$ cat config.mk
export PLATFORM = sky130hd
export DESIGN_NAME = srst_queue
export DESIGN_NICKNAME = d
export VERILOG_FILES = /design/src/design/srst_pkg.sv /design/src/design/srst_queue.sv
export SDC_FILE = /design/constraint.sdc
export NUM_CORES = 1
export LEC_CHECK = 0
export ABC_AREA = 1
export BUFFER_PORTS_ARGS = -buffer_cell sky130_fd_sc_hd__buf_2
export CAP_MARGIN = 20
export CORE_MARGIN = 2
export CORE_UTILIZATION = 40
export CTS_BUF_LIST = sky130_fd_sc_hd__clkbuf_4
export DETAILED_ROUTE_END_ITERATION = 8
export PLACE_DENSITY = 0.73
export SYNTH_ARGS = -nofsm -noshare
export SYNTH_HDL_FRONTEND = slang
export SYNTH_SLANG_ARGS = --single-unit
$ cat constraint.sdc
create_clock -name i_clk -period 5 [get_ports i_clk]
set_clock_uncertainty 0.15 [all_clocks]
set_input_delay 0.25 -clock i_clk [delete_from_list [all_inputs] [get_ports i_clk]]
set_output_delay 0.25 -clock i_clk [all_outputs]
set_load 0.02 [all_outputs]
$ cat src/design/srst_pkg.sv
// Shared types, token codes and constants for the speech-token sequencer.
`default_nettype none
package srst_pkg;

    typedef struct packed {
        logic [3:0]  operation;
        logic signed [15:0] temperature_hundredths;
        logic [15:0] humidity_hundredths;
        logic [19:0] light_tenths;
        logic [15:0] co2_ppm;
        logic [15:0] voc_ppb;
        logic [7:0]  hour_value;
        logic [7:0]  minute_value;
        logic [7:0]  second_value;
    } t_req;

    typedef struct packed {
        logic [5:0] clip_token;
        logic       last_token;
        logic [1:0] error_code;
    } t_tok;

    localparam logic [5:0] TK_TEN = 6'd10, TK_HUNDRED = 6'd11, TK_THOUSAND = 6'd12,
        TK_WAN = 6'd13, TK_POINT = 6'd14, TK_CUE = 6'd15, TK_SILENCE = 6'd16,
        TK_LOW_WARN = 6'd17, TK_HIGH_WARN = 6'd18, TK_TEMP_IS = 6'd19,
        TK_BELOW = 6'd20, TK_DEGC = 6'd21, TK_HUM_IS = 6'd22, TK_PERCENT = 6'd23,
        TK_LIGHT_IS = 6'd24, TK_LUX = 6'd25, TK_TIME_IS = 6'd26, TK_HOUR = 6'd27,
        TK_MINUTE = 6'd28, TK_SECOND = 6'd29, TK_GOAL_DUE = 6'd30,
        TK_CO2_INTRO = 6'd31, TK_PPM = 6'd32, TK_VOC_INTRO = 6'd33, TK_PPB = 6'd34;

    localparam logic [1:0] ERR_OK = 2'd0, ERR_RANGE = 2'd1, ERR_KIND = 2'd2;

    localparam logic [3:0] OP_TEMP = 4'd0, OP_HUM = 4'd1, OP_BOTH = 4'd2,
        OP_LIGHT = 4'd3, OP_AIR = 4'd4, OP_LOW = 4'd5, OP_HIGH = 4'd6, OP_TIME = 4'd7;

    // Classified command handed from front to back.
    typedef struct packed {
        logic [3:0]  kind;
        logic [1:0]  err;
        logic        neg;
        logic [15:0] val_a;   // temp magnitude / humidity / light int / co2 / hour
        logic [3:0]  frac_a;  // light tenth digit
        logic [15:0] val_b;   // humidity / voc / minute
        logic [5:0]  val_c;   // second
    } t_cmd;

    localparam int QDEPTH = 2;
    localparam int QAW = $clog2(QDEPTH);

endpackage
`default_nettype wire

$ cat src/design/srst_queue.sv
// Short command queue between front and back.
`default_nettype none
module srst_queue
    import srst_pkg::*;
(
    input  wire  i_clk,
    input  wire  i_rst_n,
    input  wire  i_valid,
    output logic o_ready,
    input  t_cmd i_cmd,
    output logic o_valid,
    input  wire  i_ready,
    output t_cmd o_cmd
);
    t_cmd r_mem [QDEPTH];
    logic [QAW-1:0] r_wp, r_rp;
    logic [QAW:0] r_cnt;
    logic push, pop;

    assign o_ready = r_cnt != (QAW+1)'(QDEPTH);
    assign o_valid = r_cnt != '0;
    assign o_cmd = r_mem[r_rp];
    assign push = i_valid && o_ready;
    assign pop = o_valid && i_ready;

    always_ff @(posedge i_clk) begin
        if (!i_rst_n) begin
            r_wp <= '0;
            r_rp <= '0;
            r_cnt <= '0;
        end else begin
            if (push) r_wp <= r_wp + 1'b1;
            if (pop) r_rp <= r_rp + 1'b1;
            r_cnt <= r_cnt + (QAW+1)'(push) - (QAW+1)'(pop);
        end
        if (push) r_mem[r_wp] <= i_cmd;
    end
endmodule
`default_nettype wire

# Yosys cells after proc, flatten, opt, wreduce, memory -nomap -nowiden
# Memories as Yosys holds them, arrays and structs flattened. A register that Yosys moved wholly into a read port is not among the register bits.
# Cells that the tools add are included.
[classes]
n_addsub = 4
eq_ne = 1
n_mux = 4
n_reduce_logical = 3
[op_table]
columns = ["op", "count"]
rows = [
  ["$mux 1", 4],
  ["$add 1x1->1 const B", 2],
  ["$add 2x1->2", 1],
  ["$logic_and 1x1->1", 2],
  ["$ne 2x2->1 const B", 1],
  ["$reduce_bool 2->1", 1],
  ["$sub 2x1->2", 1],
]
[word_totals]
register_bits = 4
ramBits = 98
inputBits = 53
out_inout_bits = 51
wordCells = 16
n_memories = 1
[memory_table]
columns = ["name", "depth", "width", "read_ports", "rd_clocked_by_memory_dff", "wr", "line", "text"]
rows = [
  ["r_mem", 2, 49, 1, 1, 1, "srst_queue.sv:15", "t_cmd r_mem [QDEPTH];"],
]

# Logic depth before layout (Yosys ltp)
# Gate-level depths: netlist of run 1.
[logic_depth]
word_depth = 4
ltp_mapped = 11
depth_no_buf = 11

# Worst setup path before layout of run 1
# OpenSTA, ideal clock, no wires.
[synth_path]
kind = "flip-flop to flip-flop"
start = "register r_cnt[0]"
end = "memory r_mem[1][0] (netlist name), enable pin"
setup_time_ns = 0.457
arrival_ns = 2.831
t_required_ns = 4.393
path_slack_ns = 1.562
stages_incl_launch_ff = 5
n_path_buf = 0
period_less_slack_ns = 3.438
cell_sequence = "dfxtp_1 inv_1 nand2_1 nand2_1 nor2_1"
[synth_via]
elab_chain_cells = 4
[synth_rtl]
columns = ["item", "line", "text"]
rows = [
  ["start, declared", "srst_queue.sv:17", "logic [QAW:0] r_cnt;"],
  ["start signal, assigned", "srst_queue.sv:34", "r_cnt <= r_cnt + (QAW+1)'(push) - (QAW+1)'(pop);"],
  ["$ne 2x2->1", "srst_queue.sv:20", "assign o_ready = r_cnt != (QAW+1)'(QDEPTH);"],
  ["net o_ready", "srst_queue.sv:9", "output logic o_ready,"],
  ["$logic_and 1x1->1", "srst_queue.sv:23", "assign push = i_valid && o_ready;"],
  ["$mux 1", "srst_queue.sv:36", "if (push) r_mem[r_wp] <= i_cmd;"],
  ["$mux 1 (not written as such)", "srst_queue.sv:36", ""],
  ["end, declared", "srst_queue.sv:15", ""],
]
# The timed path passes the listed nets, and every way through them passes these cells.

==> results.txt, run 1 <==
----------------------------------------------------
[Clock tree]
  Total number of H-tree levels ... 3
  Clock buffer depth ... 2
  Number of CTS-inserted buffers ... 9
  Clock slew at reported path FFs ... 140 ps
  Clock tree root driver cell ... sky130_fd_sc_hd__clkbuf_4
  Number of sinks driven by the clock tree ... 103
  TritonCTS clock tree ... built
  Clock Latency Late Sink ... 430 ps

[Yosys]
  Post-synthesis net count ... 242
  Synth top area share ... 0.772
  Asr flop ratio synth ... 0
  Synth cell count leaders ... sky130_fd_sc_hd__edfxtp_1, sky130_fd_sc_hd__mux2_2, sky130_fd_sc_hd__nand2_1
  Compound-Gate Fraction of Synth Area ... 0.00131
  Top cells by area in the synthesized netlist ... sky130_fd_sc_hd__edfxtp_1, sky130_fd_sc_hd__mux2_2, sky130_fd_sc_hd__mux2_4
  Mux contribution to synthesized area ... 0.155
  Xor and xnor fraction of the mapped netlist area ... 0.00230
  Post-synthesis cell type count ... 14
  Number of warning messages in the yosys log ... 0
  Number of instances in the synthesized netlist ... 188
  Share of the yosys chip area belonging to registers ... 0.798
  EDFF count, synth ... 98
  Combinational family with the most area after synthesis ... multiplexers
  Cell accounting for the most synthesized area ... sky130_fd_sc_hd__edfxtp_1
  Most used DFF post-synth ... sky130_fd_sc_hd__edfxtp_1
  Summed instance area of the synthesized netlist ... 3810 um2
  Simple-gate share of the synthesized area ... 0.0210
  Synthesized area divided by synthesized cell count ... 20.3 um2
  Arithmetic-cell share of the synthesized area counting full adders, half adders and majority gates ... 0.00328
  Number of flip-flops and latches in the synthesized netlist ... 103
  Top-count cell post-synth ... sky130_fd_sc_hd__edfxtp_1

[Global route]
  Largest net degree at the start of global routing ... 51
  Via count of the first global-routing pass ... 2159
  Overall global routing resource usage ... 0.137
  Remaining global-route overflow ... 0
  Global-route wire length before repair ... 10400 um
  Number of antenna violations at the first check in global routing ... 0

[STA]
  RSZ-0062 raised after global routing ... no
  Final total negative setup slack ... 0 ps
  Actual transition at the worst max-transition pin ... 737 ps
  Maximum clock frequency ... 0.431 GHz
  Minimum period implied by the final worst setup slack ... 2320 ps
  Period utilization ... 0.464
  Final number of setup-violating endpoints ... 0
  Count of pins over their slew limit ... 0
  Hold violation total from the final report ... 0
  Relative slew slack ... 0.508

[Setup path]
  Critical path endpoint category ... output pin
  Stage delay of the slowest cell on the critical path ... 560 ps
  Critical Path, Cell by Cell ... buf_4 > mux2_2 > buf_2
  Crit-path slowest cell ... sky130_fd_sc_hd__buf_4
  Worst EP required ... 4600 ps
  Destination of the worst register-to-register timing path ... r_mem[0][41]
  Startpoint type of the worst setup path ... flip-flop
  Crit-path max FO ... 49
  Combined buffer and inverter count along the critical path ... 2
  Critical path type ... reg2out
  Critical Path AT ... 1920 ps
  Family with the most delay on the worst path ... buffers and inverters
  Depth of the worst register-to-register path ... 5
  Reg-to-reg startpoint ... r_cnt[0]
  End of the critical path ... o_cmd[45]
  Setup slack on the worst flop-to-flop path ... 2690 ps
  Count of cell instances traversed by the critical path ... 3

[Route]
  Number of DRC markers in iteration 0 ... 54
  Via count normalized by instance count ... 4.49
  Final antenna-violating net count ... 0
  Final wirelength ... 6960 um
  Post-route DRC ... 0
  Via count of the routed design ... 2169
  Post-DR wirelength/cell ... 14.4 um
  DR pass1 iterations ... 5

[Job]
  Number of maximum-capacitance constraint violations ... 0

[Floorplanning]
  X dimension of the die ... 102 um
  DIE AREA ... 10300 um2
  Area inside the core boundary ... 9240 um2
  Number of rows in the core area ... 35
  Die boundary height ... 102 um
  Initial standard-cell utilization of the core ... 0.413
  Number of primary I/O pins ... 104

[Place]
  Placed wire-length estimate after detailed placement ... 3950 um
  Final RePlAce weighted congestion ... 0.688
  Port Buffers ... 103
  Count of placed standard cells including taps ... 418

[Cells and area]
  Growth of design area from synthesis to finish ... 34.1%
  Core utilization of the finished layout ... 0.554
  Antenna Cells ... 0
  Layout Nets ... 404
  Final Instance Count excl. Fillers ... 483
  Fraction of layout instances using a drive strength above 1 ... 0.486

[Power and ir drop]
  Pwr dens ... 440 nW/um2
  Portion of total power attributed to combinational logic ... 0.316
  Peak VDD IR ... 0.000285 V
  Part of the power in the clock network ... 0.184
  Reg power frac ... 0.500
  Fraction of power spent switching nets ... 0.314
  Cell leakage power ... 1.96 nW
  Internal Pwr Total ... 1.54 mW
  Psw ... 0.707 mW

[Worst hold path]
  Class of the tightest hold or removal check ... in2reg
  Worst hold start ... i_ready

[Outcome]
  Outcome ... completed

----------------------------------------------------
==> power groups by stage <==
| stage | Clock (mW) | Sequential, mW | Combinational, mW |
|---|---|---|---|
| floorplan | 0 | 1.15 | 0.493 |
| detailed placement | 0 | 1.15 | 0.686 |
| finish | 0.414 | 1.13 | 0.711 |
| global route | 0.462 | 1.14 | 0.770 |
| global placement | 0 | 1.14 | 0.676 |
| CTS | 0.432 | 1.13 | 0.720 |
==> sequential cells by signal, indices dropped and copies added (netlist names), named ones only <==
name and flops:
r_mem 98, r_cnt 2, r_wp 1, r_rp 1
==> kinds of logic (layout without fill, tap and decap cells) <==
| logic type | after synthesis | after routing |
|---|---|---|
| xor+xnor | 1 | 1 |
| compound gates | 1 | 1 |
| mux | 49 | 49 |
| buf+inv | 12 | 178 |
| flops | 103 | 103 |
| fa+ha+maj | 1 | 1 |
| simple gates | 21 | 21 |
==> tightest hold or removal path, delay by kind of cell <==
family | cells | cell delay, ps
AND/OR/NAND/NOR | 3 | 280
buffers and inverters | 2 | 130
==> per-layer routing <==
layer / GRT usage / part of all wire
met1: 0.150 / 0.41
met2: 0.243 / 0.52
met3: 0.0421 / 0.051
met4: 0.0593 / 0.013
met5: 0 / 0
==> through the flow <==
stage | setup WS [ps] | power (mW) | hold WS, ps | instance area [um2]
after floorplan | 1560 | 1.64 | 193 | 3810
after global placement | 2780 | 1.82 | 290 | 4480
after detailed placement | 2680 | 1.83 | 293 | 4480
after CTS | 2620 | 2.28 | 66.1 | 5110
after global routing | 2510 | 2.37 | 89.5 | 5110
final | 2680 | 2.25 | 110 | 5110
==> cells in the final DEF (no fill, tap or decap) <==
cell	Yosys	final
sky130_fd_sc_hd__bufinv_16	0	1
sky130_fd_sc_hd__clkinv_4	0	1
sky130_fd_sc_hd__ha_1	1	1
sky130_fd_sc_hd__buf_2	0	103
sky130_fd_sc_hd__inv_6	0	1
sky130_fd_sc_hd__nor2_4	0	2
sky130_fd_sc_hd__mux2_4	10	10
sky130_fd_sc_hd__a21oi_1	1	1
sky130_fd_sc_hd__clkbuf_4	0	10
sky130_fd_sc_hd__inv_1	7	7
sky130_fd_sc_hd__dlygate4sd3_1	0	50
sky130_fd_sc_hd__xnor2_1	1	1
sky130_fd_sc_hd__clkinvlp_4	0	1
sky130_fd_sc_hd__nand2_1	11	11
sky130_fd_sc_hd__mux2_2	39	39
sky130_fd_sc_hd__buf_4	3	3
sky130_fd_sc_hd__nand3_1	1	1
sky130_fd_sc_hd__dfxtp_2	0	1
sky130_fd_sc_hd__clkinv_1	0	1
sky130_fd_sc_hd__dfxtp_1	5	4
sky130_fd_sc_hd__nor2_1	9	7
sky130_fd_sc_hd__edfxtp_1	98	98
==> how the worst min path moves through the flow <==
stage,end,slack [ps],cells after the start
finish,r_rp,110,5
global route,r_cnt[1],90,5
CTS,flip-flop,70,5
detailed placement,r_mem[1][14],290,1
global placement,r_mem[1][39],290,1
floorplan,r_cnt[0],190,2
==> cell type report <==
| cell class | instances | area [um2] |
|---|---|---|
| tap | 129 | 161 |
| inverter | 7 | 26.3 |
| timing repair buffer | 156 | 1040 |
| clock buffer | 10 | 75.1 |
| sequential | 103 | 3040 |
| clock inverter | 5 | 58.8 |
| fill | 744 | 4130 |
| multi-input combinational | 73 | 711 |
==> timing repair <==
action,CTS,global route
buffers inserted,0,0
resized for setup,0,0
endpoints found under the setup margin,0,0
hold endpoints to repair,103,0
hold buffers,50,0
Note: power is estimated with default switching activity, not from simulation.
==> run 2, diff against run 1 <==
Clock period 5 ns to 2.2 ns, I/O delays scaled along.
==> run 2 against run 1 <==
Against the previous run:
- non-clock buffer count is 4 higher
- combinational power increased by 130%
- sequential share of layout area shrank 0.058 points
- power rose by 120%
- setup slack lost 2400 ps
- critical endpoint is now o_cmd[38]
- highest routed layer unchanged
==> results.txt, run 2 (synthesized netlist as in run 1, its figures left out) <==
----------------------------------------------------
[Setup path]
  Depth of the worst register-to-register path ... 11 (was 5)
  Reg-to-reg startpoint ... r_cnt[0] (unchanged)
  Worst EP required ... 1940 ps (was 4600 ps)
  Critical path type ... reg2out (unchanged)
  Startpoint type of the worst setup path ... flip-flop (unchanged)
  Critical Path AT ... 1700 ps (was 1920 ps)
  Critical path endpoint category ... output pin (unchanged)
  Setup slack on the worst flop-to-flop path ... 350 ps (was 2690 ps)
  Destination of the worst register-to-register timing path ... r_cnt[1] (was r_mem[0][41])
  Crit-path max FO ... 27 (was 49)

[Power and ir drop]
  Cell leakage power ... 1.96 nW (about the same)
  Peak VDD IR ... 0.000573 V (was 0.000285 V)
  Pwr dens ... 977 nW/um2 (was 440 nW/um2)

[Cells and area]
  Multi-input logic area ... 711 um2 (unchanged)
  Fraction of layout instances using a drive strength above 1 ... 0.486 (about the same)
  Antenna Cells ... 0 (unchanged)
  Register name with the most flops ... r_mem (unchanged)
  Layout filler cell count ... 744 (unchanged)
  Final non-filler cell area ... 5120 um2 (was 5110 um2)
  Sequential cell area ... 3040 um2 (unchanged)
  Layout Nets ... 408 (was 404)
  Registers with the highest flip-flop counts ... r_mem: 98 flops, r_cnt: 2 flops (unchanged)
  Most frequent cells in the layout ... sky130_fd_sc_hd__buf_2, sky130_fd_sc_hd__edfxtp_1, sky130_fd_sc_hd__dlygate4sd3_1, sky130_fd_sc_hd__mux2_2, sky130_fd_sc_hd__nand2_1 (unchanged)
  Number of flip-flops under the largest register name ... 98 (unchanged)
  Final Instance Count excl. Fillers ... 487 (was 483)
  Growth of design area from synthesis to finish ... 34.3% (was 34.1%)
  Leading cell type in the layout, fill and taps excluded ... sky130_fd_sc_hd__buf_2 (unchanged)

[Floorplanning]
  Number of primary I/O pins ... 104 (unchanged)
  X dimension of the die ... 102 um (unchanged)
  Number of rows in the core area ... 35 (unchanged)
  Area inside the core boundary ... 9240 um2 (unchanged)
  Initial standard-cell utilization of the core ... 0.413 (unchanged)
  Die boundary height ... 102 um (unchanged)
  DIE AREA ... 10300 um2 (unchanged)

[STA]
  Maximum clock frequency ... 0.511 GHz
  Final total negative setup slack ... 0 ps (unchanged)
  Period utilization ... 0.890
  Count of pins over their slew limit ... 0 (unchanged)
  Hold violation total from the final report ... 0 (unchanged)
  RSZ-0062 raised after global routing ... no (unchanged)
  Final number of setup-violating endpoints ... 0 (unchanged)
  Minimum period implied by the final worst setup slack ... 1960 ps
  Relative slew slack ... 0.725 (was 0.508)
  WHS ... 98.4 ps (was 110 ps)
  Least setup slack across all paths after layout ... 242 ps (was 2680 ps)
  Actual transition at the worst max-transition pin ... 413 ps (was 737 ps)

[Job]
  Number of maximum-capacitance constraint violations ... 0 (unchanged)

[Place]
  Count of placed standard cells including taps ... 421 (was 418)
  Placed wire-length estimate after detailed placement ... 4200 um (was 3950 um)
  Placed instance area ... 4500 um2 (was 4480 um2)
  Port Buffers ... 103 (unchanged)
  Final RePlAce weighted congestion ... 0.670 (was 0.688)
  Worst slack at placement ... 393 ps (was 2680 ps)

[Global route]
  Number of antenna violations at the first check in global routing ... 0 (unchanged)
  Largest net degree at the start of global routing ... 30 (was 51)
  Via count of the first global-routing pass ... 2229 (was 2159)
  Global-route wire length before repair ... 10600 um (was 10400 um)
  Overall global routing resource usage ... 0.139 (was 0.137)
  Remaining global-route overflow ... 0 (unchanged)

[Clock tree]
  Number of sinks driven by the clock tree ... 103 (unchanged)
  Number of CTS-inserted buffers ... 9 (unchanged)
  Clock tree root driver cell ... sky130_fd_sc_hd__clkbuf_4 (unchanged)
  Clock slew at reported path FFs ... 140 ps (about the same)
  Total number of H-tree levels ... 3 (unchanged)
  Clock buffer depth ... 2 (unchanged)
  TritonCTS clock tree ... built (unchanged)
  Clock Latency Late Sink ... 410 ps (was 430 ps)

[Worst hold path]
  Worst hold stages ... 5 (unchanged)
  Worst hold start ... i_valid (was i_ready)
  Worst Hold Endpoint ... r_wp (was r_rp)
  Class of the tightest hold or removal check ... in2reg (unchanged)

[Route]
  Final antenna-violating net count ... 0 (unchanged)
  Final wirelength ... 7100 um (was 6960 um)
  Via count of the routed design ... 2190 (was 2169)
  Post-route DRC ... 0 (unchanged)
  Post-DR wirelength/cell ... 14.6 um (was 14.4 um)
  DR pass1 iterations ... 4 (was 5)
  Via count normalized by instance count ... 4.50 (was 4.49)
  Number of DRC markers in iteration 0 ... 45 (was 54)

[Outcome]
  Outcome ... completed (unchanged)

----------------------------------------------------
## run 2: how the worst max path moves through the flow
stage	startpoint	slack, ps	depth (start not counted)	end
2_1_floorplan	r_cnt[0]	-430	4	r_mem[1][0]
4_1_cts	flip-flop	200	3	o_cmd[4]
5_1_grt	flip-flop	130	3	o_cmd[38]
6_report	flip-flop	240	3	o_cmd[38]
3_3_place_gp	r_cnt[0]	540	5	r_mem[0][3]
3_5_place_dp	r_cnt[0]	390	5	r_mem[0][30]
## run 2: area by class of cell
type | count | share of cell area
Tap cell | 129 | 0.0315
Inverter | 7 | 0.00513
Clock buffer | 9 | 0.0132
Clock inverter | 6 | 0.00758
Sequential cell | 103 | 0.595
Timing Repair Buffer | 160 | 0.209
Multi-Input combinational cell | 73 | 0.139
## run 2: power by group
| group | switching, mW | internal [mW] | total, mW | leakage [nW] |
|---|---|---|---|---|
| logic | 0.953 | 0.683 | 1.64 | 0.951 |
| registers | 0.0847 | 2.48 | 2.57 | 0.957 |
| clock network | 0.578 | 0.221 | 0.799 | 0.0491 |
## run 2: through the flow
| step | power [mW] | utilization |
|---|---|---|
| floorplan | 3.72 | - |
| global placement | 4.15 | 0.487 |
| detailed placement | 4.19 | 0.487 |
| CTS | 5.06 | 0.554 |
| global route | 5.27 | 0.554 |
| finish | 5.00 | 0.554 |
## run 2: layer usage
metal | GRT usage | share of wire | vias to the layer above
met1 | 0.150 | 0.38 | 1075
met4 | 0.0530 | 0.012 | 0
li1 | - | - | 1044
met2 | 0.261 | 0.56 | 64
met3 | 0.0345 | 0.044 | 7
met5 | 0 | 0 | -
## run 2: timing repair
| action | in CTS | in global routing |
|---|---|---|
| hold buffers | 51 | 0 |
| buffers inserted | 0 | 0 |
| endpoints found under the hold margin | 103 | 0 |
| gates resized for setup | 0 | 0 |
## run 2: worst max-delay path, stage by stage, from the launching register on
cell and delay (ps):
sky130_fd_sc_hd__dfxtp_2 350, sky130_fd_sc_hd__buf_4 360, sky130_fd_sc_hd__mux2_2 390, sky130_fd_sc_hd__buf_2 160
