$ cat config.mk
export PLATFORM = sky130hd
export DESIGN_NAME = srst_back
export DESIGN_NICKNAME = d
export VERILOG_FILES = /design/src/design/srst_pkg.sv /design/src/design/srst_back.sv
export SDC_FILE = /design/constraint.sdc
export NUM_CORES = 1
export LEC_CHECK = 0
export BUFFER_PORTS_ARGS = -buffer_cell sky130_fd_sc_hd__buf_4
export CORE_MARGIN = 5
export CORE_UTILIZATION = 40
export CTS_BUF_LIST = sky130_fd_sc_hd__clkbuf_2
export DETAILED_ROUTE_END_ITERATION = 8
export PLACE_DENSITY = 0.65
export SLEW_MARGIN = 10
export SYNTH_ARGS = -nofsm -noshare
export SYNTH_HDL_FRONTEND = slang
export SYNTH_SLANG_ARGS = --single-unit
export TNS_END_PERCENT = 20
$ cat constraint.sdc
create_clock -name i_clk -period 7.1 [get_ports i_clk]
set_clock_uncertainty 0.2 [all_clocks]
set_input_delay 1.42 -clock i_clk [delete_from_list [all_inputs] [get_ports i_clk]]
set_output_delay 1.42 -clock i_clk [all_outputs]
set_load 0.02 [all_outputs]
$ cat src/design/srst_pkg.sv
// Shared types, token codes and constants for the speech-token sequencer.
`default_nettype none
package srst_pkg;

    typedef struct packed {
        logic [3:0]  operation;
        logic signed [15:0] temperature_hundredths;
        logic [15:0] humidity_hundredths;
        logic [19:0] light_tenths;
        logic [15:0] co2_ppm;
        logic [15:0] voc_ppb;
        logic [7:0]  hour_value;
        logic [7:0]  minute_value;
        logic [7:0]  second_value;
    } t_req;

    typedef struct packed {
        logic [5:0] clip_token;
        logic       last_token;
        logic [1:0] error_code;
    } t_tok;

    localparam logic [5:0] TK_TEN = 6'd10, TK_HUNDRED = 6'd11, TK_THOUSAND = 6'd12,
        TK_WAN = 6'd13, TK_POINT = 6'd14, TK_CUE = 6'd15, TK_SILENCE = 6'd16,
        TK_LOW_WARN = 6'd17, TK_HIGH_WARN = 6'd18, TK_TEMP_IS = 6'd19,
        TK_BELOW = 6'd20, TK_DEGC = 6'd21, TK_HUM_IS = 6'd22, TK_PERCENT = 6'd23,
        TK_LIGHT_IS = 6'd24, TK_LUX = 6'd25, TK_TIME_IS = 6'd26, TK_HOUR = 6'd27,
        TK_MINUTE = 6'd28, TK_SECOND = 6'd29, TK_GOAL_DUE = 6'd30,
        TK_CO2_INTRO = 6'd31, TK_PPM = 6'd32, TK_VOC_INTRO = 6'd33, TK_PPB = 6'd34;

    localparam logic [1:0] ERR_OK = 2'd0, ERR_RANGE = 2'd1, ERR_KIND = 2'd2;

    localparam logic [3:0] OP_TEMP = 4'd0, OP_HUM = 4'd1, OP_BOTH = 4'd2,
        OP_LIGHT = 4'd3, OP_AIR = 4'd4, OP_LOW = 4'd5, OP_HIGH = 4'd6, OP_TIME = 4'd7;

    // Classified command handed from front to back.
    typedef struct packed {
        logic [3:0]  kind;
        logic [1:0]  err;
        logic        neg;
        logic [15:0] val_a;   // temp magnitude / humidity / light int / co2 / hour
        logic [3:0]  frac_a;  // light tenth digit
        logic [15:0] val_b;   // humidity / voc / minute
        logic [5:0]  val_c;   // second
    } t_cmd;

    localparam int QDEPTH = 2;
    localparam int QAW = $clog2(QDEPTH);

endpackage
`default_nettype wire

$ cat src/design/srst_back.sv
// Back end: token sequencer that speaks one command per pass.
`default_nettype none
module srst_back
    import srst_pkg::*;
(
    input  wire  i_clk,
    input  wire  i_rst_n,
    input  wire  i_valid,
    output logic o_ready,
    input  t_cmd i_cmd,
    output logic o_valid,
    input  wire  i_ready,
    output t_tok o_tok
);
    typedef enum logic [3:0] {
        S_IDLE = 4'b0001, S_RUN = 4'b0010, S_SPLIT = 4'b0100, S_NUM = 4'b1000
    } t_state;

    // Script codes: 0..34 token, 40+slot integer, 48+slot hundredths,
    // SC_FRAC the light tenth digit, SC_END end of script.
    localparam logic [5:0] SC_INT = 6'd40, SC_HUN = 6'd48, SC_FRAC = 6'd56, SC_END = 6'd63;
    localparam logic [5:0] TK_LIMIT = 6'd35;

    // Speaking positions inside one number, walked in order.
    localparam logic [4:0] P_NEG = 5'd0, P_ZERO = 5'd1, P_WAN = 5'd2, P_WANU = 5'd3,
        P_TH = 5'd4, P_THU = 5'd5, P_HU0 = 5'd6, P_HU = 5'd7, P_HUU = 5'd8,
        P_TE0 = 5'd9, P_TE = 5'd10, P_TEU = 5'd11, P_ON0 = 5'd12, P_ON = 5'd13,
        P_PNT = 5'd14, P_F1 = 5'd15, P_F2 = 5'd16;

    function automatic logic [5:0] script(input logic [3:0] k, input logic [4:0] pc);
        logic [5:0] s;
        s = SC_END;
        if (pc == 5'd0) s = TK_CUE;
        else if (pc == 5'd1) s = TK_SILENCE;
        else begin
            case (k)
                OP_TEMP, OP_BOTH: begin
                    case (pc)
                        5'd2: s = TK_TEMP_IS;
                        5'd3: s = SC_HUN;
                        5'd4: s = TK_DEGC;
                        5'd5: s = (k == OP_BOTH) ? TK_SILENCE : SC_END;
                        5'd6: s = TK_HUM_IS;
                        5'd7: s = SC_HUN + 6'd1;
                        5'd8: s = TK_PERCENT;
                        default: s = SC_END;
                    endcase
                end
                OP_HUM: begin
                    case (pc)
                        5'd2: s = TK_HUM_IS;
                        5'd3: s = SC_HUN;
                        5'd4: s = TK_PERCENT;
                        default: s = SC_END;
                    endcase
                end
                OP_LIGHT: begin
                    case (pc)
                        5'd2: s = TK_LIGHT_IS;
                        5'd3: s = SC_INT;
                        5'd4: s = TK_POINT;
                        5'd5: s = SC_FRAC;
                        5'd6: s = TK_LUX;
                        default: s = SC_END;
                    endcase
                end
                OP_AIR: begin
                    case (pc)
                        5'd2: s = TK_CO2_INTRO;
                        5'd3: s = SC_INT;
                        5'd4: s = TK_PPM;
                        5'd5: s = TK_SILENCE;
                        5'd6: s = TK_VOC_INTRO;
                        5'd7: s = SC_INT + 6'd1;
                        5'd8: s = TK_PPB;
                        default: s = SC_END;
                    endcase
                end
                OP_LOW: s = (pc == 5'd2) ? TK_LOW_WARN : SC_END;
                OP_HIGH: s = (pc == 5'd2) ? TK_HIGH_WARN : SC_END;
                default: begin
                    case (pc)
                        5'd2: s = TK_TIME_IS;
                        5'd3: s = SC_INT;
                        5'd4: s = TK_HOUR;
                        5'd5: s = SC_INT + 6'd1;
                        5'd6: s = TK_MINUTE;
                        5'd7: s = SC_INT + 6'd2;
                        5'd8: s = TK_SECOND;
                        5'd9: s = TK_SILENCE;
                        5'd10: s = TK_GOAL_DUE;
                        default: s = SC_END;
                    endcase
                end
            endcase
        end
        return s;
    endfunction

    t_state      r_state;
    t_cmd        r_cmd;
    logic [4:0]  r_pc;
    logic [3:0]  r_dig [5];   // digits of current number: wan..one
    logic [2:0]  r_step;      // digit-split counter
    logic [4:0]  r_pos;       // speaking position
    logic [15:0] r_work;
    logic        r_hun, r_neg, r_gap;
    logic        r_ov;
    t_tok        r_out;

    logic [5:0]  sc, sc_nx;
    logic [15:0] slot;
    logic        out_free;
    logic [31:0] prod;
    logic [12:0] quo;
    logic [3:0]  dig;
    logic [3:0]  wan, th, hu, te, on, f1, f2;
    logic        int_zero, big;
    logic        sp_emit, sp_gap;
    logic [5:0]  sp_tok;
    logic        e_valid, e_last;
    logic [5:0]  e_tok;
    logic [1:0]  e_err;
    logic        step_ok;

    assign o_valid = r_ov;
    assign o_tok = r_out;
    assign o_ready = r_state == S_IDLE;
    assign out_free = !r_ov || i_ready;
    assign sc = script(r_cmd.kind, r_pc);
    assign sc_nx = script(r_cmd.kind, r_pc + 5'd1);

    always_comb begin
        case (sc[2:0])
            3'd0: slot = r_cmd.val_a;
            3'd1: slot = r_cmd.val_b;
            3'd2: slot = 16'(r_cmd.val_c);
            default: slot = '0;
        endcase
    end

    // one decimal digit per cycle: exact /10 by reciprocal for 0..65535
    always_comb begin
        prod = 32'(r_work) * 32'd52429;
        quo = prod[31:19];
        dig = 4'(r_work - 16'(16'(quo) * 16'd10));
    end

    // hundredths: integer part sits two places up, fraction in the low digits
    always_comb begin
        if (r_hun) begin
            wan = 4'd0; th = 4'd0;
            hu = r_dig[0]; te = r_dig[1]; on = r_dig[2];
            f1 = r_dig[3]; f2 = r_dig[4];
        end else begin
            wan = r_dig[0]; th = r_dig[1]; hu = r_dig[2]; te = r_dig[3]; on = r_dig[4];
            f1 = 4'd0; f2 = 4'd0;
        end
        int_zero = (wan | th | hu | te | on) == 4'd0;
        big = (wan | th | hu) != 4'd0;
    end

    // speaking: each position may give one token; gap marks a skipped place
    always_comb begin
        sp_emit = 1'b0;
        sp_tok = '0;
        sp_gap = r_gap;
        case (r_pos)
            P_NEG: if (r_neg) begin sp_emit = 1'b1; sp_tok = TK_BELOW; end
            P_ZERO: if (int_zero) begin sp_emit = 1'b1; sp_tok = 6'd0; end
            P_WAN: if (wan != 4'd0) begin sp_emit = 1'b1; sp_tok = 6'(wan); end
            P_WANU: if (wan != 4'd0) begin
                sp_emit = 1'b1; sp_tok = TK_WAN; sp_gap = th == 4'd0;
            end
            P_TH: if (th != 4'd0) begin sp_emit = 1'b1; sp_tok = 6'(th); end
            P_THU: if (th != 4'd0) begin
                sp_emit = 1'b1; sp_tok = TK_THOUSAND; sp_gap = hu == 4'd0;
            end
            P_HU0: if (hu != 4'd0 && r_gap) begin sp_emit = 1'b1; sp_tok = 6'd0; end
            P_HU: if (hu != 4'd0) begin sp_emit = 1'b1; sp_tok = 6'(hu); end
            P_HUU: if (hu != 4'd0) begin
                sp_emit = 1'b1; sp_tok = TK_HUNDRED; sp_gap = te == 4'd0;
            end
            P_TE0: if (te != 4'd0 && r_gap) begin sp_emit = 1'b1; sp_tok = 6'd0; end
            // bare "ten" for 10..19
            P_TE: if (te > 4'd1 || (te != 4'd0 && big)) begin
                sp_emit = 1'b1; sp_tok = 6'(te);
            end
            P_TEU: if (te != 4'd0) begin
                sp_emit = 1'b1; sp_tok = TK_TEN; sp_gap = 1'b0;
            end
            P_ON0: if (on != 4'd0 && r_gap) begin sp_emit = 1'b1; sp_tok = 6'd0; end
            P_ON: if (on != 4'd0) begin sp_emit = 1'b1; sp_tok = 6'(on); end
            P_PNT: if (r_hun) begin sp_emit = 1'b1; sp_tok = TK_POINT; end
            P_F1: if (r_hun) begin sp_emit = 1'b1; sp_tok = 6'(f1); end
            default: if (r_hun) begin sp_emit = 1'b1; sp_tok = 6'(f2); end
        endcase
    end

    // token into the output register; only a script token or the error token can be the last one
    always_comb begin
        e_valid = 1'b0;
        e_tok = '0;
        e_last = 1'b0;
        e_err = ERR_OK;
        case (r_state)
            S_RUN: begin
                if (r_cmd.err != ERR_OK) begin
                    e_valid = out_free;
                    e_last = 1'b1;
                    e_err = r_cmd.err;
                end else if (sc < TK_LIMIT) begin
                    e_valid = out_free;
                    e_tok = sc;
                    e_last = sc_nx == SC_END;
                end else if (sc == SC_FRAC) begin
                    e_valid = out_free;
                    e_tok = 6'(r_cmd.frac_a);
                end
            end
            S_NUM: begin
                e_valid = sp_emit && out_free;
                e_tok = sp_tok;
            end
            default: ;
        endcase
        step_ok = !sp_emit || out_free;
    end

    always_ff @(posedge i_clk) begin
        if (!i_rst_n) begin
            r_state <= S_IDLE;
            r_ov <= 1'b0;
        end else begin
            if (e_valid) r_ov <= 1'b1;
            else if (i_ready) r_ov <= 1'b0;
            case (r_state)
                S_IDLE: begin
                    if (i_valid) begin
                        r_cmd <= i_cmd;
                        r_pc <= '0;
                        r_state <= S_RUN;
                    end
                end
                S_RUN: begin
                    if (e_valid) begin
                        r_pc <= r_pc + 5'd1;
                        if (e_last) r_state <= S_IDLE;
                    end else if (sc == SC_END) begin
                        r_state <= S_IDLE;
                    end else if (r_cmd.err == ERR_OK && sc >= SC_INT && sc != SC_FRAC) begin
                        r_work <= slot;
                        r_hun <= sc[5:3] == SC_HUN[5:3];
                        r_neg <= (r_cmd.kind == OP_TEMP || r_cmd.kind == OP_BOTH) &&
                                 sc == SC_HUN && r_cmd.neg;
                        r_step <= '0;
                        r_state <= S_SPLIT;
                    end
                end
                S_SPLIT: begin
                    // ones digit first, five steps
                    r_dig[3'(3'd4 - r_step)] <= dig;
                    r_work <= 16'(quo);
                    r_step <= r_step + 3'd1;
                    if (r_step == 3'd4) begin
                        r_pos <= P_NEG;
                        r_gap <= 1'b0;
                        r_state <= S_NUM;
                    end
                end
                S_NUM: begin
                    if (step_ok) begin
                        r_gap <= sp_gap;
                        if (r_pos == P_F2) begin
                            r_pc <= r_pc + 5'd1;
                            r_state <= S_RUN;
                        end else begin
                            r_pos <= r_pos + 5'd1;
                        end
                    end
                end
                default: r_state <= S_IDLE;
            endcase
        end
        if (e_valid) r_out <= '{clip_token: e_tok, last_token: e_last, error_code: e_err};
    end
endmodule
`default_nettype wire

==> Yosys cells after proc, flatten, opt, wreduce, memory -nomap -nowiden <==
Memories as Yosys holds them, arrays and structs flattened. A register that Yosys moved wholly into a read port is not among the register bits.
Index checks and enable logic that the tools add are counted.
Widths: inputs -> output; s select.
{ "classes": {"n_lt_le_gt_ge": 3, "n_reduce_logical": 49, "bitwise_logic": 6, "muxes": 105, "mul": 2, "n_eq_ne": 67, "add_sub_neg": 5} }
{ "op_table": {"columns": ["operator", "count"], "rows": [
  ["$pmux 6 s7", 4],
  ["$mux 4", 27],
  ["$mux 6", 13],
  ["$pmux 6 s13", 1],
  ["$pmux 6 s6", 2],
  ["$eq 5x3->1 const B", 12],
  ["$pmux 6 s5", 2],
  ["$eq 5x4->1 const B", 10],
  ["$mux 16", 3],
  ["$pmux 16 s3", 1],
  ["$mux 5", 8],
  ["$pmux 6 s3", 2],
  ["$mul 16x16->32 const B", 1],
  ["$pmux 16 s2", 1],
  ["$eq 5x2->1 const B", 6],
  ["$mux 1", 29],
  ["$eq 6x6->1 const B", 4],
  ["$reduce_bool 4->1", 6],
  ["$logic_not 4->1", 5],
  ["$ne 2x2->1 const B", 9],
  ["$eq 4x3->1 const B", 4],
  ["$or 4x4->4", 4],
  ["$pmux 4 s4", 1],
  ["$eq 5x1->1 const B", 3],
  ["other kinds (43)", 79]
]} }
{ "totals": {"output_inout_bits": 11, "memories": 3, "mem_bits_rw": 20, "romBits": 192, "register_bits": 95, "input_bits": 53} }
{ "memory_table": {"columns": ["memory", "words", "width", "rd", "rd_ports_with_merged_regs", "wr", "line_no", "rtl"], "rows": [
  ["(name not given)", 16, 6, 1, 0, 0, "srst_back.sv:82", "case (pc)"],
  ["(name not given)", 16, 6, 1, 1, 0, "srst_back.sv:82", null],
  ["r_dig", 5, 4, 5, 0, 1, "srst_back.sv:103", "logic [3:0] r_dig [5];"]
]} }

==> Depth between registers and ports, before layout <==
Gate-level depths: netlist (run 1).
{ "depth": {"word_depth": 14, "ltp_mapped": 24} }

==> Least setup slack after synthesis (run 1) <==
OpenSTA, ideal clock, no wires.
{ "synth_path": {"kind": "register to register", "startpoint": "register r_work[10]", "endpoint": "memory r_dig[0][3], data pin", "t_arrival_ps": 5605, "synth_period_minus_slack_ps": 6088, "setup_time_ps": 283, "setup_slack_ps": 1012, "required_ps": 6617, "path_stages_with_launch": 24, "cell_sequence": "edfxtp_1 ha_1 ha_1 inv_1 fa_1 inv_1 fa_1 fa_1 fa_1 ha_1 nand3_1 nor2_1 a211o_1 a221o_1 nand2b_1 nand2_1 a21oi_1 xnor2_1 ha_1 inv_1 fa_1 xnor2_1 xnor2_1 xnor2_1"} }
{ "synth_via": {"elab_chain_len": 3} }
{ "synth_rtl": {"columns": ["element", "line_no", "rtl"], "rows": [
  ["start, declared", "srst_back.sv:106", "logic [15:0] r_work;"],
  ["start signal, assigned", "srst_back.sv:252", "r_work <= slot;"],
  ["start signal, assigned", "srst_back.sv:263", "r_work <= 16'(quo);"],
  ["$mul 16x16->32", "srst_back.sv:144", "prod = 32'(r_work) * 32'd52429;"],
  ["$mul 13x3->3", "srst_back.sv:146", "dig = 4'(r_work - 16'(16'(quo) * 16'd10));"],
  ["$sub 4x4->4", "srst_back.sv:146", null],
  ["net dig[3]", "srst_back.sv:116", "logic [3:0] dig;"],
  ["end, declared", "srst_back.sv:103", null]
]} }
The timed path passes the listed nets, and every way through them passes these cells.

==> Worst setup path after layout (run 1) <==
{ "layout_path": {"startpoint": "register r_work[10]", "endpoint": "memory r_dig[2][3], data pin"} }
Same word-level chain as after synthesis.

==> summary.txt, run 1 <==
Logic synthesis
  • Top FF cell, synth: edfxtp_1
  • Mean Syn Cell Area: approximately 10 µm²
  • Syn Nets: around 1,500
  • Post-synth EDFFs: between 100 and 150
  • Yosys reg bits: approximately 120
  • Most frequent cell after synthesis: inv_1
  • Mapped Area: around 0.012 mm²
  • Post-synthesis async set-or-reset flop share: 0
  • Synth area leader: edfxtp_1
  • Warning count from the yosys run: 0
  • Synth top area cells: edfxtp_1 28%, ha_1 16%, fa_1 14%
  • Post-synth top area share: 0.275
  • Post-synth top cells: 160 x inv_1, 152 x ha_1, 110 x edfxtp_1
  • Sequential-to-total area share from yosys stat: 0.294
  • Cells after Synth: around 1,200
  • Post-synth cell types: 91

Setup path
  • Crit-path most repeated cell: fa_1
  • CP max FO: 5
  • Slowest CP cell: edfxtp_1
  • Worst reg2reg startpoint: r_work[10]
  • WS Path Type: reg2reg
  • R2R cell count: 23
  • Crit end category: register
  • CP Cell Sequence: ha_1 -> ha_1 -> inv_1 -> fa_1 -> inv_1 -> fa_1 -> fa_1 -> fa_1 -> ha_1 -> nand3_1 -> nor2_1 -> a211o_1 -> a221o_1 -> nand2b_1 -> nand2_1 -> a21oi_1 -> xnor2_1 -> ha_1 -> inv_1 -> fa_1 -> xnor2_1 -> xnor2_1 -> xnor2_1
  • Worst path arrival time: ~7000 ps
  • WP data required: between 7000 and 8000 ps
  • Worst R2R End: r_dig[2][3]
  • R2r setup slk: between 400 and 500 ps
  • Startpoint types: register
  • Crit path largest cell delay: 550 ps

Place
  • HPWL after detailed placement: 24.5 mm
  • Final Wtd Congestion: approximately 0.95
  • Post-Place Cells: around 1,600
  • # port buffers: 63

Die
  • IO Count: between 60 and 70
  • Initial Util: 0.405
  • Die Span X: ~180 µm
  • Chip height: between 150 and 200 µm
  • Die Area: 0.0336 mm²
  • Core area: between 0.02 and 0.03 mm²
  • Core Rows: between 60 and 70

Detailed routing
  • Antenna-violating nets left: 0
  • DRT Wirelength: roughly 31 mm
  • Avg Vias per Cell: between 5 and 6
  • Drt first-iter violations: between 900 and 1,000
  • Routed len/inst: approximately 19 µm
  • 1st-pass router iterations: 5
  • Vias: approximately 9,500
  • # DRC: 0

Clock network
  • Postcts setup bufs: 0
  • CTS clk-pin slew, worst paths: between 200 and 250 ps
  • Clk_lat worst skew: a little over 700 ps
  • CTS tree: done
  • Hold buffer count at CTS: 0
  • Clk root buf: clkbuf_2
  • H-tree Lvls: 4
  • Post_cts resized: 0
  • Num Clock Sinks: 121
  • CTS Buffer Depth: 2
  • Inserted Clock Buffers: 17

STA
  • Slew HR: 0.213
  • Crit path time final: ~6700 ps
  • RSZ-0062 raised after global routing: no
  • Min Hold Slack: ~360 ps
  • Final period util: 0.939
  • Final Hold Viols: 0
  • Slew Viols, Final: 0
  • Slew @ Worst Pin: roughly 1200 ps
  • Setup TNS: 0 ps
  • Final Setup Violations: 0
  • Max Freq: 150 MHz

Min path
  • Hold EP: o_valid
  • Worst Min Path Start: o_valid
  • Hold path depth: 2
  • Hold Crit Class: reg2reg

Global routing
  • Pin count of the biggest net entering global routing: 50
  • Total track usage: 0.185
  • Antenna violations before repair: 0
  • Grt ovf: 0
  • First-pass GRT wire length: ~50 mm
  • Vias in the first global route: around 9,400

Power
  • VDD IR max: ~0.00014 V
  • Lkg Pwr: between 5 and 6 nW
  • PwrDens: roughly 140 mW/mm²

Layout
  • Ant diodes: 0
  • Fin nets: approximately 1,500
  • Post-Layout Cell Count: 1,649
  • Share of post-route cells with drive strength above 1: 0.124
  • P&R area growth vs syn: 8.97%

Outcome
  • Status: complete, no violations

Run
  • Max Cap Viol: 0
critical path: cells and delay by family, from the launching register on:
family                     cells  cell delay, ps
AOI/OAI and AO/OA              3             870
DFF                            1             550
adders and majority gates      9            3530
and+or+nand+nor                4             300
xor gates and xnor gates       4             840
buffers and inverters          3             150
per-stage QoR:
step	setup slack (ps)	power, mW	utilization	cell area (µm²)
after global routing	39.4	1.90	0.441	13100
after floorplan	1010	1.22	-	12000
after global placement	616	1.36	0.433	12800
final	436	1.80	0.441	13100
after detailed placement	475	1.37	0.433	12800
after CTS	413	1.81	0.441	13100
layer usage:
metal	track usage	vias to the layer above	wire, µm
met5	0	-	0
met4	0.0390	0	471
met3	0.0294	42	1750
met2	0.304	370	14800
met1	0.261	4624	14000
li1	-	4438	-
registers in the layout, indices dropped and copies added, names as in the netlist, 3 cells and up, named ones only:
name / cells
r_state: 4
r_pc: 5
r_pos: 5
o_tok: 9
r_dig: 20
r_step: 3
r_cmd: 49
r_work: 16
cell usage in the layout (no fill, tap or decap), drive strengths merged, types with 5 or more instances in the layout:
master	netlist	layout
or3	9	9
fa	82	82
a22oi	17	17
a41oi	7	7
dfxtp	11	11
o21a	5	5
o21ai	41	41
nand4	9	9
mux2	9	9
inv	160	165
a211oi	14	14
a21oi	59	59
a31oi	16	16
buf	24	79
o22ai	16	16
or2	9	9
and3	8	8
and2	11	11
nor4	13	13
xnor2	19	19
clkinv	2	7
a22o	6	6
ha	152	152
nor3	34	34
nand3b	6	6
o211ai	12	12
nor2	66	66
nor2b	9	9
nand2b	13	13
mux2i	8	8
a221o	6	6
nand3	22	22
nor4b	11	11
edfxtp	110	110
nand2	76	76
a21o	11	11
o31ai	5	5
clkbuf	23	18
xor2	7	7
worst max-delay path by stage:
stage                          start  slack (ps)  cells past startpoint     endpoint
after floorplan           r_work[10]        1010                     23  r_dig[0][3]
after global placement    r_work[10]         620                     23  r_dig[2][3]
after detailed placement  r_work[10]         470                     23  r_dig[2][3]
after CTS                 r_work[10]         410                     23  r_dig[4][3]
after global routing      r_work[10]          40                     23  r_dig[4][3]
final                     r_work[10]         440                     23  r_dig[2][3]
cells by family after synthesis:
group,Yosys count,share of synthesized area
AOI/OAI and AO/OA,271,0.156
xor gates and xnor gates,26,0.0190
adders and majority gates,234,0.295
buffers and inverters,209,0.0712
DFF,121,0.294
muxes,17,0.0157
and+or+nand+nor,317,0.149
final cells by class:
class,count,area [µm²]
clock buffer,18,90.1
timing repair buffer,79,593
clock inverter,14,139
fill,2915,16600
multi-input combinational,865,7630
sequential,121,3520
tap,390,488
inverter,162,608
power breakdown:
part / switching, mW / leakage [nW] / internal [mW]
registers: 0.0277 / 1.13 / 0.828
logic: 0.311 / 4.37 / 0.193
clock network: 0.306 / 0.134 / 0.136
total: 0.645 / 5.63 / 1.16
No activity file was read; power rests on OpenSTA's default activity.
==> run 2, diff against run 1 <==
ABC_AREA = 1   (was unset)
PLACE_DENSITY = 0.63   (was 0.65)
==> run 2 against run 1 <==
Synthesized cell count grew 13%. Final cell count increased by 10%. Critical path depth shrank 3. Sequential share of layout area is 0.69 points higher. Sequential power up 54%. Synthesized area shrank 3.5%. Design area fell by 2.5%. Maximum frequency grew 2.2%. Sequential cell count unchanged. Routed wire length down 10%. Via count decreased by 2.8%. Die area decreased by 3.3%. Critical path type unchanged. Critical endpoint is now r_dig[1][3].
==> summary.txt, run 2 <==
Die
  • Initial Util: 0.405 (about the same)
  • IO Count: 64 (unchanged)
  • Core area: 0.0286 mm² (-3.4%)
  • Core Rows: 62 (-1.6%)
  • Chip height: 180 µm (-1.6%)
  • Die Span X: 180 µm (-1.6%)
  • Die Area: 0.0325 mm² (-3.3%)

STA
  • Final Hold Viols: 0 (unchanged)
  • Max Freq: 153 MHz (+2.2%)
  • Min Hold Slack: 342 ps (-17.9 ps)
  • Slew @ Worst Pin: 1090 ps (-91.7 ps)
  • Setup TNS: 0 ps (unchanged)
  • Slew HR: 0.270 (+0.0572)
  • Final period util: 0.918 (-0.0201)
  • Final Setup Violations: 0 (unchanged)
  • Slew Viols, Final: 0 (unchanged)
  • Final WS setup: 579 ps (+143 ps)
  • RSZ-0062 raised after global routing: no
  • Crit path time final: 6520 ps (-143 ps)

Setup path
  • Worst reg2reg startpoint: r_work[10]
  • WP data required: 7390 ps (about the same)
  • Worst path arrival time: 6820 ps (-150 ps)
  • Crit end category: register
  • Critical Path Start: r_work[10]
  • Startpoint types: register
  • WS Path Type: reg2reg
  • CP max FO: 5 (unchanged)
  • R2R cell count: 20 (-13%)

Detailed routing
  • 1st-pass router iterations: 6 (+1)
  • Avg Vias per Cell: 5.07 (-12%)
  • Vias: 9,211 (-2.8%)
  • DRT Wirelength: 27.9 mm (-10%)
  • Drt first-iter violations: 605 (-38%)
  • Antenna-violating nets left: 0 (unchanged)
  • Routed len/inst: 15.3 µm (-18%)
  • # DRC: 0 (unchanged)

Power
  • Lkg Pwr: 6.11 nW (+8.5%)
  • Clock power frac: 0.073 (-0.172)
  • Internal power: 2.94 mW (+150%)
  • PwrDens: 471 mW/mm² (+240%)
  • VDD IR max: 0.000489 V (+260%)
  • Sw Ratio: 0.511 (+0.153)
  • Flop pwr share: 0.219 (-0.256)
  • Switch Pwr: 3.07 mW (+380%)
  • Combinational share of power: 0.708 (+0.428)

Clock network
  • Num Clock Sinks: 121 (unchanged)
  • CTS Buffer Depth: 2 (unchanged)
  • Hold buffer count at CTS: 0 (unchanged)
  • Inserted Clock Buffers: 17 (unchanged)
  • CTS clk-pin slew, worst paths: 240 ps (+20 ps)
  • Postcts setup bufs: 0 (unchanged)
  • Clk root buf: clkbuf_2
  • Post_cts resized: 0 (unchanged)
  • Clk_lat worst skew: 690 ps (-30 ps)
  • CTS tree: done
  • H-tree Lvls: 4 (unchanged)

Logic synthesis
  • Post-synth top cells: 256 x nand2_1, 252 x inv_1, 152 x ha_1
  • Yosys reg bits: 121 (unchanged)
  • Post-synthesis async set-or-reset flop share: 0 (unchanged)
  • Top FF cell, synth: edfxtp_1
  • Post-synth cell types: 49 (-46%)
  • Mapped Area: 0.0116 mm² (-3.5%)
  • Cells after Synth: 1,349 (+13%)
  • Post-synth top area share: 0.285 (+0.00984)
  • Syn Nets: 1,636 (+10%)
  • Mean Syn Cell Area: 8.59 µm² (-14%)
  • Most frequent cell after synthesis: nand2_1
  • Sequential-to-total area share from yosys stat: 0.304 (+0.0105)
  • Post-synth EDFFs: 110 (unchanged)
  • Synth area leader: edfxtp_1
  • Synth top area cells: edfxtp_1 29%, ha_1 16%, fa_1 14%
  • Warning count from the yosys run: 0 (unchanged)

Layout
  • Post-layout util: 0.445 (+0.00430)
  • Commonest non-fill, non-tap cell in the layout: nand2_1
  • Share of post-route cells with drive strength above 1: 0.0963 (-0.0276)
  • Highest-count cells in the layout ignoring fill and taps: 256 x nand2_1, 252 x inv_1, 152 x ha_1
  • Biggest register: r_cmd
  • Fin nets: 1,707 (+11%)
  • P&R area growth vs syn: 10.1%
  • Max FFs per register: 49 (unchanged)
  • Post-Layout Cell Count: 1,818 (+10%)
  • Biggest regs: r_cmd (49), r_dig (20), r_work (16)

Place
  • Place WS: 650 ps (+176 ps)
  • # port buffers: 63 (unchanged)
  • Final Wtd Congestion: 0.963 (+1.8%)
  • HPWL after detailed placement: 23.5 mm (-4.2%)
  • Post-Place Cells: 1,785 (+10%)

Min path
  • Worst Min Path Start: r_state[3]
  • Hold Crit Class: reg2reg
  • Hold path depth: 2 (unchanged)

Outcome
  • Status: complete, no violations

Global routing
  • Total track usage: 0.172 (-0.0139)
  • Grt ovf: 0 (unchanged)
  • Antenna violations before repair: 2 (+2)
  • First-pass GRT wire length: 45.9 mm (-8.8%)
  • Pin count of the biggest net entering global routing: 50 (unchanged)
  • Vias in the first global route: 9,165 (-2.1%)

Run
  • Max Cap Viol: 0 (unchanged)
==> run 2: critical path, cell delays in order (launching register included) <==
cell	delay, ps
edfxtp_1	620
ha_1	410
ha_1	310
inv_1	50
fa_1	490
inv_1	60
fa_1	490
fa_1	520
fa_1	490
ha_1	370
nand4_1	130
nor3_1	170
a21oi_1	120
nor3_1	220
nor2_1	70
o21ai_0	290
xnor2_1	200
fa_1	440
xor2_1	180
xnor2_1	200
xor2_1	290
==> run 2: final timing paths <==
path / to / slack (ps)
worst max-delay path: r_dig[1][3] / 580
worst min-delay path: r_state[3] / 340
worst max register to register: r_dig[1][3] / 580
worst min register to register: r_state[3] / 340
==> run 2: logic make-up after synthesis <==
group | synth area share
AOI/OAI and AO/OA | 0.0989
buffers and inverters | 0.0885
DFF | 0.304
xor gates and xnor gates | 0.00983
adders and majority gates | 0.306
and+or+nand+nor | 0.193
==> run 2: layout make-up <==
| cell class | instances | area [µm²] |
|---|---|---|
| clock buffer | 18 | 90.1 |
| multi-input combinational | 959 | 7060 |
| tap | 384 | 480 |
| timing repair buffer | 67 | 503 |
| inverter | 254 | 953 |
| clock inverter | 14 | 139 |
| sequential | 121 | 3520 |
| fill | 2809 | 15900 |
| antenna | 1 | 2.50 |
==> run 2: power groups by stage <==
stage               Sequential [mW]  Clock, mW  Combinational (mW)
floorplan                      1.32          0                3.14
global placement               1.33          0                4.20
detailed placement             1.34          0                4.24
CTS                            1.32      0.452                4.27
global route                   1.32      0.487                4.84
finish                         1.32      0.439                4.25
==> run 2: per-layer routing <==
metal,global-route usage,routed length [µm],vias up
met4,0.0266,245,2
met1,0.239,13100,4354
met2,0.280,13000,236
li1,-,-,4600
met5,0,20,-
met3,0.0402,1480,19
==> run 2: per-stage QoR <==
step	cell area, µm²	power (mW)
finish	12700	6.01
global route	12700	6.64
CTS	12700	6.04
detailed placement	12500	5.57
global placement	12500	5.53
floorplan	11600	4.46
